## src/hw/rtl/fsa_pkg.sv

```systemverilog
// shared types, constants and sizes for the fixed slot allocator
package fsa_pkg;

  // zone geometry
  localparam int SLOT_COUNT = 128;
  localparam int SLOT_BYTES = 128;
  localparam int ZONE_SPAN  = SLOT_COUNT * SLOT_BYTES;

  localparam int IDX_W = (SLOT_COUNT > 1) ? $clog2(SLOT_COUNT) : 1;
  localparam int OFF_W = (ZONE_SPAN > 1) ? $clog2(ZONE_SPAN) : 1;

  // offset to slot index by reciprocal multiply, exact for offsets below 2**OFF_W
  localparam int DIV_SH    = OFF_W + 8;
  localparam int DIV_RECIP = (2 ** DIV_SH + SLOT_BYTES - 1) / SLOT_BYTES;
  localparam int DIV_PW    = OFF_W + DIV_SH + 1;

  // free slot search, split into groups
  localparam int GROUP_W   = 16;
  localparam int GROUP_N   = (SLOT_COUNT + GROUP_W - 1) / GROUP_W;
  localparam int GIDX_W    = $clog2(GROUP_W);
  localparam int SEARCH_W  = GROUP_N * GROUP_W;

  // front to back queue
  localparam int QDEPTH = 2;
  localparam int QPTR_W = 1;

  localparam logic [31:0] ZONE_BASE_RST = 32'd4096;

  typedef enum logic [1:0] {
    REQ_ALLOC  = 2'd0,
    REQ_FREE   = 2'd1,
    REQ_QUERY  = 2'd2,
    REQ_RESIZE = 2'd3
  } req_kind_e;

  typedef enum logic [2:0] {
    STS_OK     = 3'd0,
    STS_RANGE  = 3'd1,
    STS_ALIGN  = 3'd2,
    STS_FULL   = 3'd3,
    STS_SIZE   = 3'd4,
    STS_UNUSED = 3'd5
  } status_e;

  typedef struct packed {
    logic [1:0]  req_type;
    logic [31:0] address;
    logic [7:0]  req_size;
  } req_t;

  typedef struct packed {
    logic [2:0]  status;
    logic [31:0] slot_address;
    logic [7:0]  slot_size;
    logic [7:0]  used_slots;
  } rsp_t;

  // classified request, as it waits for the back end
  typedef struct packed {
    req_kind_e        kind;
    logic [31:0]      address;
    logic [7:0]       size;
    logic             range_bad;
    logic             size_bad;
    logic [IDX_W-1:0] slot;
    logic [OFF_W-1:0] off;
  } item_t;

endpackage

```

## src/hw/rtl/fsa_ram.sv

```systemverilog
// generic single write port ram with registered read
module fsa_ram #(
  parameter int WIDTH = 8,
  parameter int DEPTH = 128
) (
  input  logic                                      clk_i,
  input  logic                                      we_i,
  input  logic [((DEPTH > 1) ? $clog2(DEPTH) : 1)-1:0] waddr_i,
  input  logic [WIDTH-1:0]                          wdata_i,
  input  logic                                      re_i,
  input  logic [((DEPTH > 1) ? $clog2(DEPTH) : 1)-1:0] raddr_i,
  output logic [WIDTH-1:0]                          rdata_o
);

  logic [WIDTH-1:0] mem_q [DEPTH];
  logic [WIDTH-1:0] rdata_q;

  always_ff @(posedge clk_i) begin
    if (we_i) begin
      mem_q[waddr_i] <= wdata_i;
    end
    if (re_i) begin
      rdata_q <= mem_q[raddr_i];
    end
  end

  assign rdata_o = rdata_q;

endmodule

```

## src/hw/rtl/fsa_front.sv

```systemverilog
// request intake: address range, size and slot index classification
module fsa_front (
  input  logic          in_valid_i,
  output logic          in_ready_o,
  input  fsa_pkg::req_t req_i,
  input  logic [31:0]   zone_base_i,
  output logic          push_valid_o,
  input  logic          push_ready_i,
  output fsa_pkg::item_t push_item_o
);
  import fsa_pkg::*;

  logic [32:0]       zone_end;
  logic [31:0]       off_full;
  logic [OFF_W-1:0]  off;
  logic [DIV_PW-1:0] div_prod;
  logic              range_bad;
  logic              size_bad;

  // end bound is exclusive and computed without wrap
  assign zone_end  = {1'b0, zone_base_i} + 33'(ZONE_SPAN);
  assign range_bad = (req_i.address == 32'd0) || (req_i.address < zone_base_i) ||
                     ({1'b0, req_i.address} >= zone_end);
  assign size_bad  = (req_i.req_size == 8'd0) || (req_i.req_size > 8'(SLOT_BYTES));

  assign off_full = req_i.address - zone_base_i;
  assign off      = off_full[OFF_W-1:0];
  assign div_prod = DIV_PW'(off) * DIV_PW'(DIV_RECIP);

  always_comb begin
    push_item_o           = '0;
    push_item_o.kind      = req_kind_e'(req_i.req_type);
    push_item_o.address   = req_i.address;
    push_item_o.size      = req_i.req_size;
    push_item_o.range_bad = range_bad;
    push_item_o.size_bad  = size_bad;
    push_item_o.slot      = IDX_W'(div_prod >> DIV_SH);
    push_item_o.off       = off;
  end

  assign push_valid_o = in_valid_i;
  assign in_ready_o   = push_ready_i;

endmodule

```

## src/hw/rtl/fsa_queue.sv

```systemverilog
// short fifo between request intake and execution
module fsa_queue (
  input  logic           clk_i,
  input  logic           rst_ni,
  input  logic           push_valid_i,
  output logic           push_ready_o,
  input  fsa_pkg::item_t push_item_i,
  output logic           pop_valid_o,
  input  logic           pop_ready_i,
  output fsa_pkg::item_t pop_item_o
);
  import fsa_pkg::*;

  item_t             entry_q [QDEPTH];
  logic [QPTR_W-1:0] wr_ptr_q, rd_ptr_q;
  logic [QPTR_W:0]   count_q, count_d;
  logic              push, pop;

  assign push_ready_o = (count_q != (QPTR_W + 1)'(QDEPTH));
  assign pop_valid_o  = (count_q != '0);
  assign pop_item_o   = entry_q[rd_ptr_q];

  assign push = push_valid_i && push_ready_o;
  assign pop  = pop_valid_o && pop_ready_i;

  always_comb begin
    count_d = count_q;
    if (push && !pop) begin
      count_d = count_q + 1'b1;
    end else if (pop && !push) begin
      count_d = count_q - 1'b1;
    end
  end

  always_ff @(posedge clk_i or negedge rst_ni) begin
    if (!rst_ni) begin
      wr_ptr_q <= '0;
      rd_ptr_q <= '0;
      count_q  <= '0;
    end else begin
      count_q <= count_d;
      if (push) begin
        wr_ptr_q <= wr_ptr_q + 1'b1;
      end
      if (pop) begin
        rd_ptr_q <= rd_ptr_q + 1'b1;
      end
    end
  end

  always_ff @(posedge clk_i) begin
    if (push) begin
      entry_q[wr_ptr_q] <= push_item_i;
    end
  end

endmodule

```

## src/hw/rtl/fsa_back.sv

```systemverilog
// request execution: free slot search, size memory update, result register
module fsa_back (
  input  logic           clk_i,
  input  logic           rst_ni,
  input  logic [31:0]    zone_base_i,
  input  logic           pop_valid_i,
  output logic           pop_ready_o,
  input  fsa_pkg::item_t pop_item_i,
  output logic           out_valid_o,
  input  logic           out_ready_i,
  output fsa_pkg::rsp_t  rsp_o
);
  import fsa_pkg::*;

  typedef enum logic [1:0] {
    BK_IDLE = 2'b01,
    BK_EXEC = 2'b10
  } bk_state_e;

  bk_state_e state_q, state_d;
  item_t     item_q;

  logic [SLOT_COUNT-1:0] used_q, used_d;
  logic [7:0]            count_q, count_d;
  logic                  out_valid_q;
  rsp_t                  rsp_q, rsp_d;

  // free slot search, first level registered
  logic [SEARCH_W-1:0]   used_pad;
  logic [GROUP_N-1:0]    grp_free_d, grp_free_q;
  logic [GIDX_W-1:0]     grp_idx_d [GROUP_N];
  logic [GIDX_W-1:0]     grp_idx_q [GROUP_N];
  logic                  any_free;
  logic [IDX_W-1:0]      free_idx;

  logic                  ram_we;
  logic [IDX_W-1:0]      ram_waddr;
  logic [7:0]            ram_wdata;
  logic [7:0]            ram_rdata;
  logic                  pop;
  logic                  retire;
  logic                  slot_used;
  logic [7:0]            stored_size;
  logic [OFF_W-1:0]      slot_off;
  logic                  align_bad;
  logic [31:0]           alloc_addr;

  always_comb begin
    used_pad                 = '1;
    used_pad[SLOT_COUNT-1:0] = used_q;
  end

  always_comb begin
    for (int g = 0; g < GROUP_N; g++) begin
      grp_free_d[g] = 1'b0;
      grp_idx_d[g]  = '0;
      for (int b = GROUP_W - 1; b >= 0; b--) begin
        if (!used_pad[g * GROUP_W + b]) begin
          grp_free_d[g] = 1'b1;
          grp_idx_d[g]  = GIDX_W'(b);
        end
      end
    end
  end

  always_ff @(posedge clk_i) begin
    grp_free_q <= grp_free_d;
    grp_idx_q  <= grp_idx_d;
  end

  // second level picks the lowest group with a free slot
  always_comb begin
    any_free = 1'b0;
    free_idx = '0;
    for (int g = GROUP_N - 1; g >= 0; g--) begin
      if (grp_free_q[g]) begin
        any_free = 1'b1;
        free_idx = IDX_W'(g * GROUP_W + int'(grp_idx_q[g]));
      end
    end
  end

  assign pop_ready_o = (state_q == BK_IDLE);
  assign pop         = pop_valid_i && pop_ready_o;
  assign retire      = (state_q == BK_EXEC) && (!out_valid_q || out_ready_i);

  assign slot_used   = used_q[item_q.slot];
  assign stored_size = slot_used ? ram_rdata : 8'd0;
  assign slot_off    = OFF_W'(OFF_W'(item_q.slot) * OFF_W'(SLOT_BYTES));
  assign align_bad   = (slot_off != item_q.off);
  assign alloc_addr  = zone_base_i + 32'(free_idx) * 32'(SLOT_BYTES);

  always_comb begin
    used_d    = used_q;
    count_d   = count_q;
    ram_we    = 1'b0;
    ram_waddr = item_q.slot;
    ram_wdata = item_q.size;
    rsp_d     = '0;
    rsp_d.status = STS_OK;
    unique case (item_q.kind)
      REQ_ALLOC: begin
        if (item_q.size_bad) begin
          rsp_d.status = STS_SIZE;
        end else if (!any_free) begin
          rsp_d.status = STS_FULL;
        end else begin
          used_d[free_idx]   = 1'b1;
          count_d            = count_q + 8'd1;
          ram_we             = retire;
          ram_waddr          = free_idx;
          rsp_d.slot_address = alloc_addr;
        end
      end
      REQ_FREE: begin
        if (item_q.range_bad) begin
          rsp_d.status = STS_RANGE;
        end else if (align_bad) begin
          rsp_d.status = STS_ALIGN;
        end else if (!slot_used) begin
          rsp_d.status = STS_UNUSED;
        end else begin
          used_d[item_q.slot] = 1'b0;
          count_d             = count_q - 8'd1;
        end
      end
      REQ_QUERY: begin
        if (item_q.range_bad) begin
          rsp_d.status = STS_RANGE;
        end else if (align_bad) begin
          rsp_d.status = STS_ALIGN;
        end else begin
          rsp_d.slot_size = stored_size;
        end
      end
      REQ_RESIZE: begin
        if (item_q.range_bad) begin
          rsp_d.status = STS_RANGE;
        end else if (item_q.size_bad) begin
          rsp_d.status = STS_SIZE;
        end else if (align_bad) begin
          rsp_d.status = STS_ALIGN;
        end else if (!slot_used) begin
          rsp_d.status = STS_UNUSED;
        end else begin
          ram_we             = retire;
          rsp_d.slot_address = item_q.address;
        end
      end
      default: begin
        rsp_d.status = STS_OK;
      end
    endcase
    rsp_d.used_slots = count_d;
  end

  always_comb begin
    state_d = state_q;
    unique case (state_q)
      BK_IDLE: begin
        if (pop) begin
          state_d = BK_EXEC;
        end
      end
      BK_EXEC: begin
        if (retire) begin
          state_d = BK_IDLE;
        end
      end
      default: begin
        state_d = BK_IDLE;
      end
    endcase
  end

  always_ff @(posedge clk_i or negedge rst_ni) begin
    if (!rst_ni) begin
      state_q     <= BK_IDLE;
      used_q      <= '0;
      count_q     <= '0;
      out_valid_q <= 1'b0;
    end else begin
      state_q <= state_d;
      if (retire) begin
        used_q      <= used_d;
        count_q     <= count_d;
        out_valid_q <= 1'b1;
      end else if (out_ready_i) begin
        out_valid_q <= 1'b0;
      end
    end
  end

  always_ff @(posedge clk_i) begin
    if (pop) begin
      item_q <= pop_item_i;
    end
    if (retire) begin
      rsp_q <= rsp_d;
    end
  end

  fsa_ram #(
    .WIDTH(8),
    .DEPTH(SLOT_COUNT)
  ) u_size_ram (
    .clk_i  (clk_i),
    .we_i   (ram_we),
    .waddr_i(ram_waddr),
    .wdata_i(ram_wdata),
    .re_i   (pop),
    .raddr_i(pop_item_i.slot),
    .rdata_o(ram_rdata)
  );

  assign out_valid_o = out_valid_q;
  assign rsp_o       = rsp_q;

endmodule

```

## src/hw/rtl/fixed_slot_allocator.sv

```systemverilog
// top level of the fixed slot allocator: apb register, intake, queue and execution
//
// Fixed slot allocator. The zone holds SLOT_COUNT slots of SLOT_BYTES bytes starting at
// zone_base (apb register at every address, reset 4096). Each request (alloc, free, size
// query, resize) gives exactly one response carrying a status code, the slot address, the
// stored size and the number of used slots after the request. Requests are classified on
// intake (null, range and size checks, slot index) and wait in a two-entry queue. The
// execution side has two states. In the idle state it pops a request, reads the size
// memory and registers the first level of the free slot search; in the execute state it
// resolves the status, writes the size memory and loads the response register. It takes
// no new request from the queue until the current one has retired.
// A response waiting in its register does not block intake; the execution side stalls only
// when a new response is ready while the previous one has not been taken. Slot occupancy
// lives in flip-flops cleared by reset, so the block is ready right after reset with no
// clearing pass. zone_base may only be written while the block is idle.
module fixed_slot_allocator (
  input  logic          clk_i,
  input  logic          rst_ni,

  // request channel
  input  logic          in_valid_i,
  output logic          in_ready_o,
  input  fsa_pkg::req_t req_i,

  // response channel
  output logic          out_valid_o,
  input  logic          out_ready_i,
  output fsa_pkg::rsp_t rsp_o,

  // apb configuration port
  input  logic          psel,
  input  logic          penable,
  input  logic          pwrite,
  input  logic [1:0]    paddr,
  input  logic [31:0]   pwdata,
  output logic [31:0]   prdata,
  output logic          pready
);
  import fsa_pkg::*;

  logic [31:0] zone_base_q;
  logic        cfg_write;

  logic        push_valid, push_ready;
  item_t       push_item;
  logic        pop_valid, pop_ready;
  item_t       pop_item;

  // single register, so every word offset lands on zone_base
  assign pready    = 1'b1;
  assign cfg_write = psel && penable && pwrite && pready && (paddr[1:0] == paddr);
  assign prdata    = zone_base_q;

  always_ff @(posedge clk_i or negedge rst_ni) begin
    if (!rst_ni) begin
      zone_base_q <= ZONE_BASE_RST;
    end else if (cfg_write) begin
      zone_base_q <= pwdata;
    end
  end

  // intake: classify the request on acceptance
  fsa_front u_front (
    .in_valid_i  (in_valid_i),
    .in_ready_o  (in_ready_o),
    .req_i       (req_i),
    .zone_base_i (zone_base_q),
    .push_valid_o(push_valid),
    .push_ready_i(push_ready),
    .push_item_o (push_item)
  );

  // decouples intake from execution
  fsa_queue u_queue (
    .clk_i       (clk_i),
    .rst_ni      (rst_ni),
    .push_valid_i(push_valid),
    .push_ready_o(push_ready),
    .push_item_i (push_item),
    .pop_valid_o (pop_valid),
    .pop_ready_i (pop_ready),
    .pop_item_o  (pop_item)
  );

  // execution: slot search, size memory, response register
  fsa_back u_back (
    .clk_i      (clk_i),
    .rst_ni     (rst_ni),
    .zone_base_i(zone_base_q),
    .pop_valid_i(pop_valid),
    .pop_ready_o(pop_ready),
    .pop_item_i (pop_item),
    .out_valid_o(out_valid_o),
    .out_ready_i(out_ready_i),
    .rsp_o      (rsp_o)
  );

endmodule
```

## config.mk

```make
export PLATFORM = sky130hd
export DESIGN_NAME = fixed_slot_allocator
export DESIGN_NICKNAME = d
export VERILOG_FILES = /design/src/hw/rtl/fsa_pkg.sv /design/src/hw/rtl/fsa_ram.sv /design/src/hw/rtl/fsa_front.sv /design/src/hw/rtl/fsa_queue.sv /design/src/hw/rtl/fsa_back.sv /design/src/hw/rtl/fixed_slot_allocator.sv
export SDC_FILE = /design/constraint.sdc
export NUM_CORES = 2
export LEC_CHECK = 0
export ABC_AREA = 1
export BUFFER_PORTS_ARGS = -buffer_cell sky130_fd_sc_hd__buf_2
export CORE_MARGIN = 2
export CORE_UTILIZATION = 45
export DETAILED_ROUTE_END_ITERATION = 7
export GPL_ROUTABILITY_DRIVEN = 0
export PLACE_DENSITY = 0.72
export SLEW_MARGIN = 10
export SYNTH_ARGS = -nofsm -noshare
export SYNTH_HDL_FRONTEND = slang
export SYNTH_SLANG_ARGS = --single-unit
```

## constraint.sdc

```tcl
create_clock -name clk_i -period 10.5 [get_ports clk_i]
set_clock_uncertainty 0.2 [all_clocks]
set_input_delay 0.525 -clock clk_i [delete_from_list [all_inputs] [get_ports clk_i]]
set_output_delay 0.525 -clock clk_i [all_outputs]
set_load 0.05 [all_outputs]
```

==> results.ini <==
[placed_design]
numPortBuffers=165
placed_cell_area_sq_um=67900
dpl.hpwl_mm=107

[global_routing]
grt_remaining_overflow=0
grt_max_degree=202
grt_pass1_vias=46100
grt_first_pass_wirelength_mm=273
antenna_found_initial=7
grt_util_all_layers_pct=24.0

[floorplanning]
io_pins=169
start_util_pct=45.4
fp.dieW_um=385
fp-row-count=139
dieArea_sq_um=148000
core_area_sq_um=144000
die_h_um=385

[synth]
async_flop_share_pct=11.9
synth-adder-area-share_pct=1.31
yosys.area_share.simple_pct=15.1
yosysSeqAreaShare_pct=65.7
synth_flop_cell=edfxtp_1
synth_area_sq_um=65300
synthesis.nets=6286
netlist_instances=6136
synth_area_leader_cell=edfxtp_1
yosys_register_bits=1472
synth_compound_area_share_pct=13.3
synth_edf_count=1257
synthMuxAreaShare_pct=0.0172
synth_top_family_by_area=simple AND/OR/NAND/NOR gates
avgSynthCellArea_sq_um=10.6
ys_warn_count=0
synth_top_area_share_pct=57.8
yosysUniqueCellTypes=56
synth_xor_area_share_pct=0.241
ys_top_cells_by_area=edfxtp_1 58%, dfrtp_1 6.6%, nand2_1 5.9%

[worst_setup_path]
crit_required_ns=10.71
crit_fanout=11
cp_data_arrival_time_ns=5.66
r2r_setup_slack_ns=5.05
end_kind=register
rr_worst_depth=12
crit_type=reg -> reg
crit_path_start_kind=register

[routing]
first_pass_iters=7
wl_mm=181
avgViaCountPerCell=5.89
routed_wire_length_per_instance_um=21.9
final_antenna_net_count=0
drtIter0Drc=6066
drc=0
dr_total_vias=48800

[sta]
tns_ns=0
rsz0062_at_grt=false
fin_crit_sh_pct=51.9
max_freq_ghz=0.183
setup_viol=0
tightest_slew_ns=1.24
max_slew_margin_pct=17.4
hold_viol=0
drv_slew=0
layout_min_cycle_time_ns=5.45

[final_layout]
num-nets-final=6409
final_common_cell=edfxtp_1
final_layout_size_suffix_gt1_share_pct=8.34
syn2layout_area_growth_pct=12.5
finalInstanceArea_sq_um=73500
num-fill-cells=12100
final_cell_mix=1257 x edfxtp_1, 1032 x nand2_1, 855 x nor2_1

[clocking]
cts_made_buffers=146
post_cts_buffers=0
cts-htree-levels=4
post_cts_resized=0
worstSkewPairLatency_ns=0.81
cts_buffer_depth=3
cts-root-buf=clkbuf_16
cts_tree=yes
numClockSinks=1472
cts.clk_slew.worst_paths_ns=0.06

[pwr]
pwr-share-seq_pct=35.0
power_frac_comb_pct=41.3
p_leak_nw=26.9
p_int_mw=12.6
p_per_area_nw_per_um2=301
clock_power_share_pct=23.7
switching_share_pct=43.4
vdd_drop_max_mv=0.313
switchingPower_mw=9.61

[run_status]
status=finished, final reports clean

[run]
maxCapViolations=0

[hold_path]
hold_class=in -> async

[cell families after synthesis]
logic type	after synthesis
and+or+nand+nor	2378
AOI/OAI and AO/OA	1482
DFF	1472
buffers and inverters	717
adders and majority gates	67
xor gates and xnor gates	18
other	1
muxes	1
[critical path: stages, from the launching register on]
cell     delay, ns
dfxtp_1       0.32
nor2_1        0.38
nand3_1       0.26
nor2_1        0.58
nor2_1        0.20
inv_2         0.14
nor2_4        0.08
o21ai_0       0.85
inv_1         0.22
nor2_1        0.28
nand4_1       0.43
buf_4         0.40
nor2_1        0.70
[synthesized netlist by cell type (all sizes together) (31+ instances only)]
library cell / count
nand2: 1036
o211ai: 237
a21oi: 342
nand3: 260
nand3b: 65
or2: 31
o221ai: 55
nor2: 870
nand4: 38
dfrtp: 173
clkbuf: 272
o22ai: 93
nor4: 38
nor3: 36
inv: 363
dfxtp: 40
o21ai: 632
edfxtp: 1257
a21boi: 72
ha: 65
buf: 77
[worst paths after layout]
path / startpoint / to
hold / removal: rst_ni / u_queue.rd_ptr_q
setup reg to reg: u_back.grp_free_q[3] / u_back.u_size_ram.mem_q[49][0]
max in group asynchronous: rst_ni / u_back.used_pad[119]
hold reg to reg: u_queue.entry_q[0][25] / u_back.ram_wdata[2]
setup / recovery: u_back.grp_free_q[3] / u_back.u_size_ram.mem_q[49][0]
min in group clk_i: penable / prdata[24]
[final cells by class]
cell class / instances / area [sq um] / share of cell area [%]
repair buffers: 324 / 2250 / 3.05
clock buffers: 195 / 3930 / 5.34
inverters: 368 / 1410 / 1.91
well taps: 1903 / 2380 / 3.24
clock inverters: 71 / 892 / 1.21
multi-input cells: 3947 / 19700 / 26.8
flip-flops and latches: 1472 / 42900 / 58.4
diodes: 5 / 12.5 / 0.0170
[power by group through the flow]
stage	clock network [mW]	logic, mW	registers [mW]
floorplan	0	5.13	8.34
CTS	5.29	8.90	7.74
global placement	0	8.66	7.84
global route	5.52	9.80	7.78
finish	5.26	9.16	7.75
detailed placement	0	8.82	7.86
[state kept, by name, summed over array words and instances (netlist names)]
name                       count
u_back.u_size_ram.mem_q     1024
u_back.used_pad              128
u_queue.entry_q              116
u_back.rsp_o                  51
u_back.item_q                 50
prdata                        32
u_back.grp_idx_q              32
u_back.count_q                 8
u_back.grp_free_q              8
u_back.ram_wdata               8
u_back.u_size_ram.rdata_o      8
u_back.state_q                 2
u_queue.count_q                2
u_back.out_valid_o             1
u_queue.rd_ptr_q               1
u_queue.wr_ptr_q               1
[what timing repair did]
item | 4_1_cts | 5_1_grt
hold buffers | 77 | 0
hold endpoints to repair | 169 | 0
setup endpoints to repair | 0 | 0
[metal layers]
metal  up-vias  routed length (um)  share of wire, %  track usage [%]
li1      22000                   -                 -                -
met1     23600               70000                39             32.1
met2      2725               84600                47             38.1
met3       497               18800                10             4.87
met4         2                7700               4.2             10.4
met5         -                   7            0.0039                0
[stage by stage]
step / setup WS, ns / hold WS [ns] / cells / utilization (%) / total power [mW]
2_1_floorplan: 6.41 / 0.0294 / 6136 / - / 13.5
3_3_place_gp: 5.33 / 0.277 / 7937 / 47.2 / 16.5
3_5_place_dp: 5.27 / 0.288 / 7937 / 47.2 / 16.7
4_1_cts: 5.26 / 0.137 / 8280 / 51.1 / 21.9
5_1_grt: 4.80 / 0.167 / 8285 / 51.1 / 23.1
6_report: 5.05 / 0.182 / 8285 / 51.1 / 22.2
(Power assumes the default switching activity.)
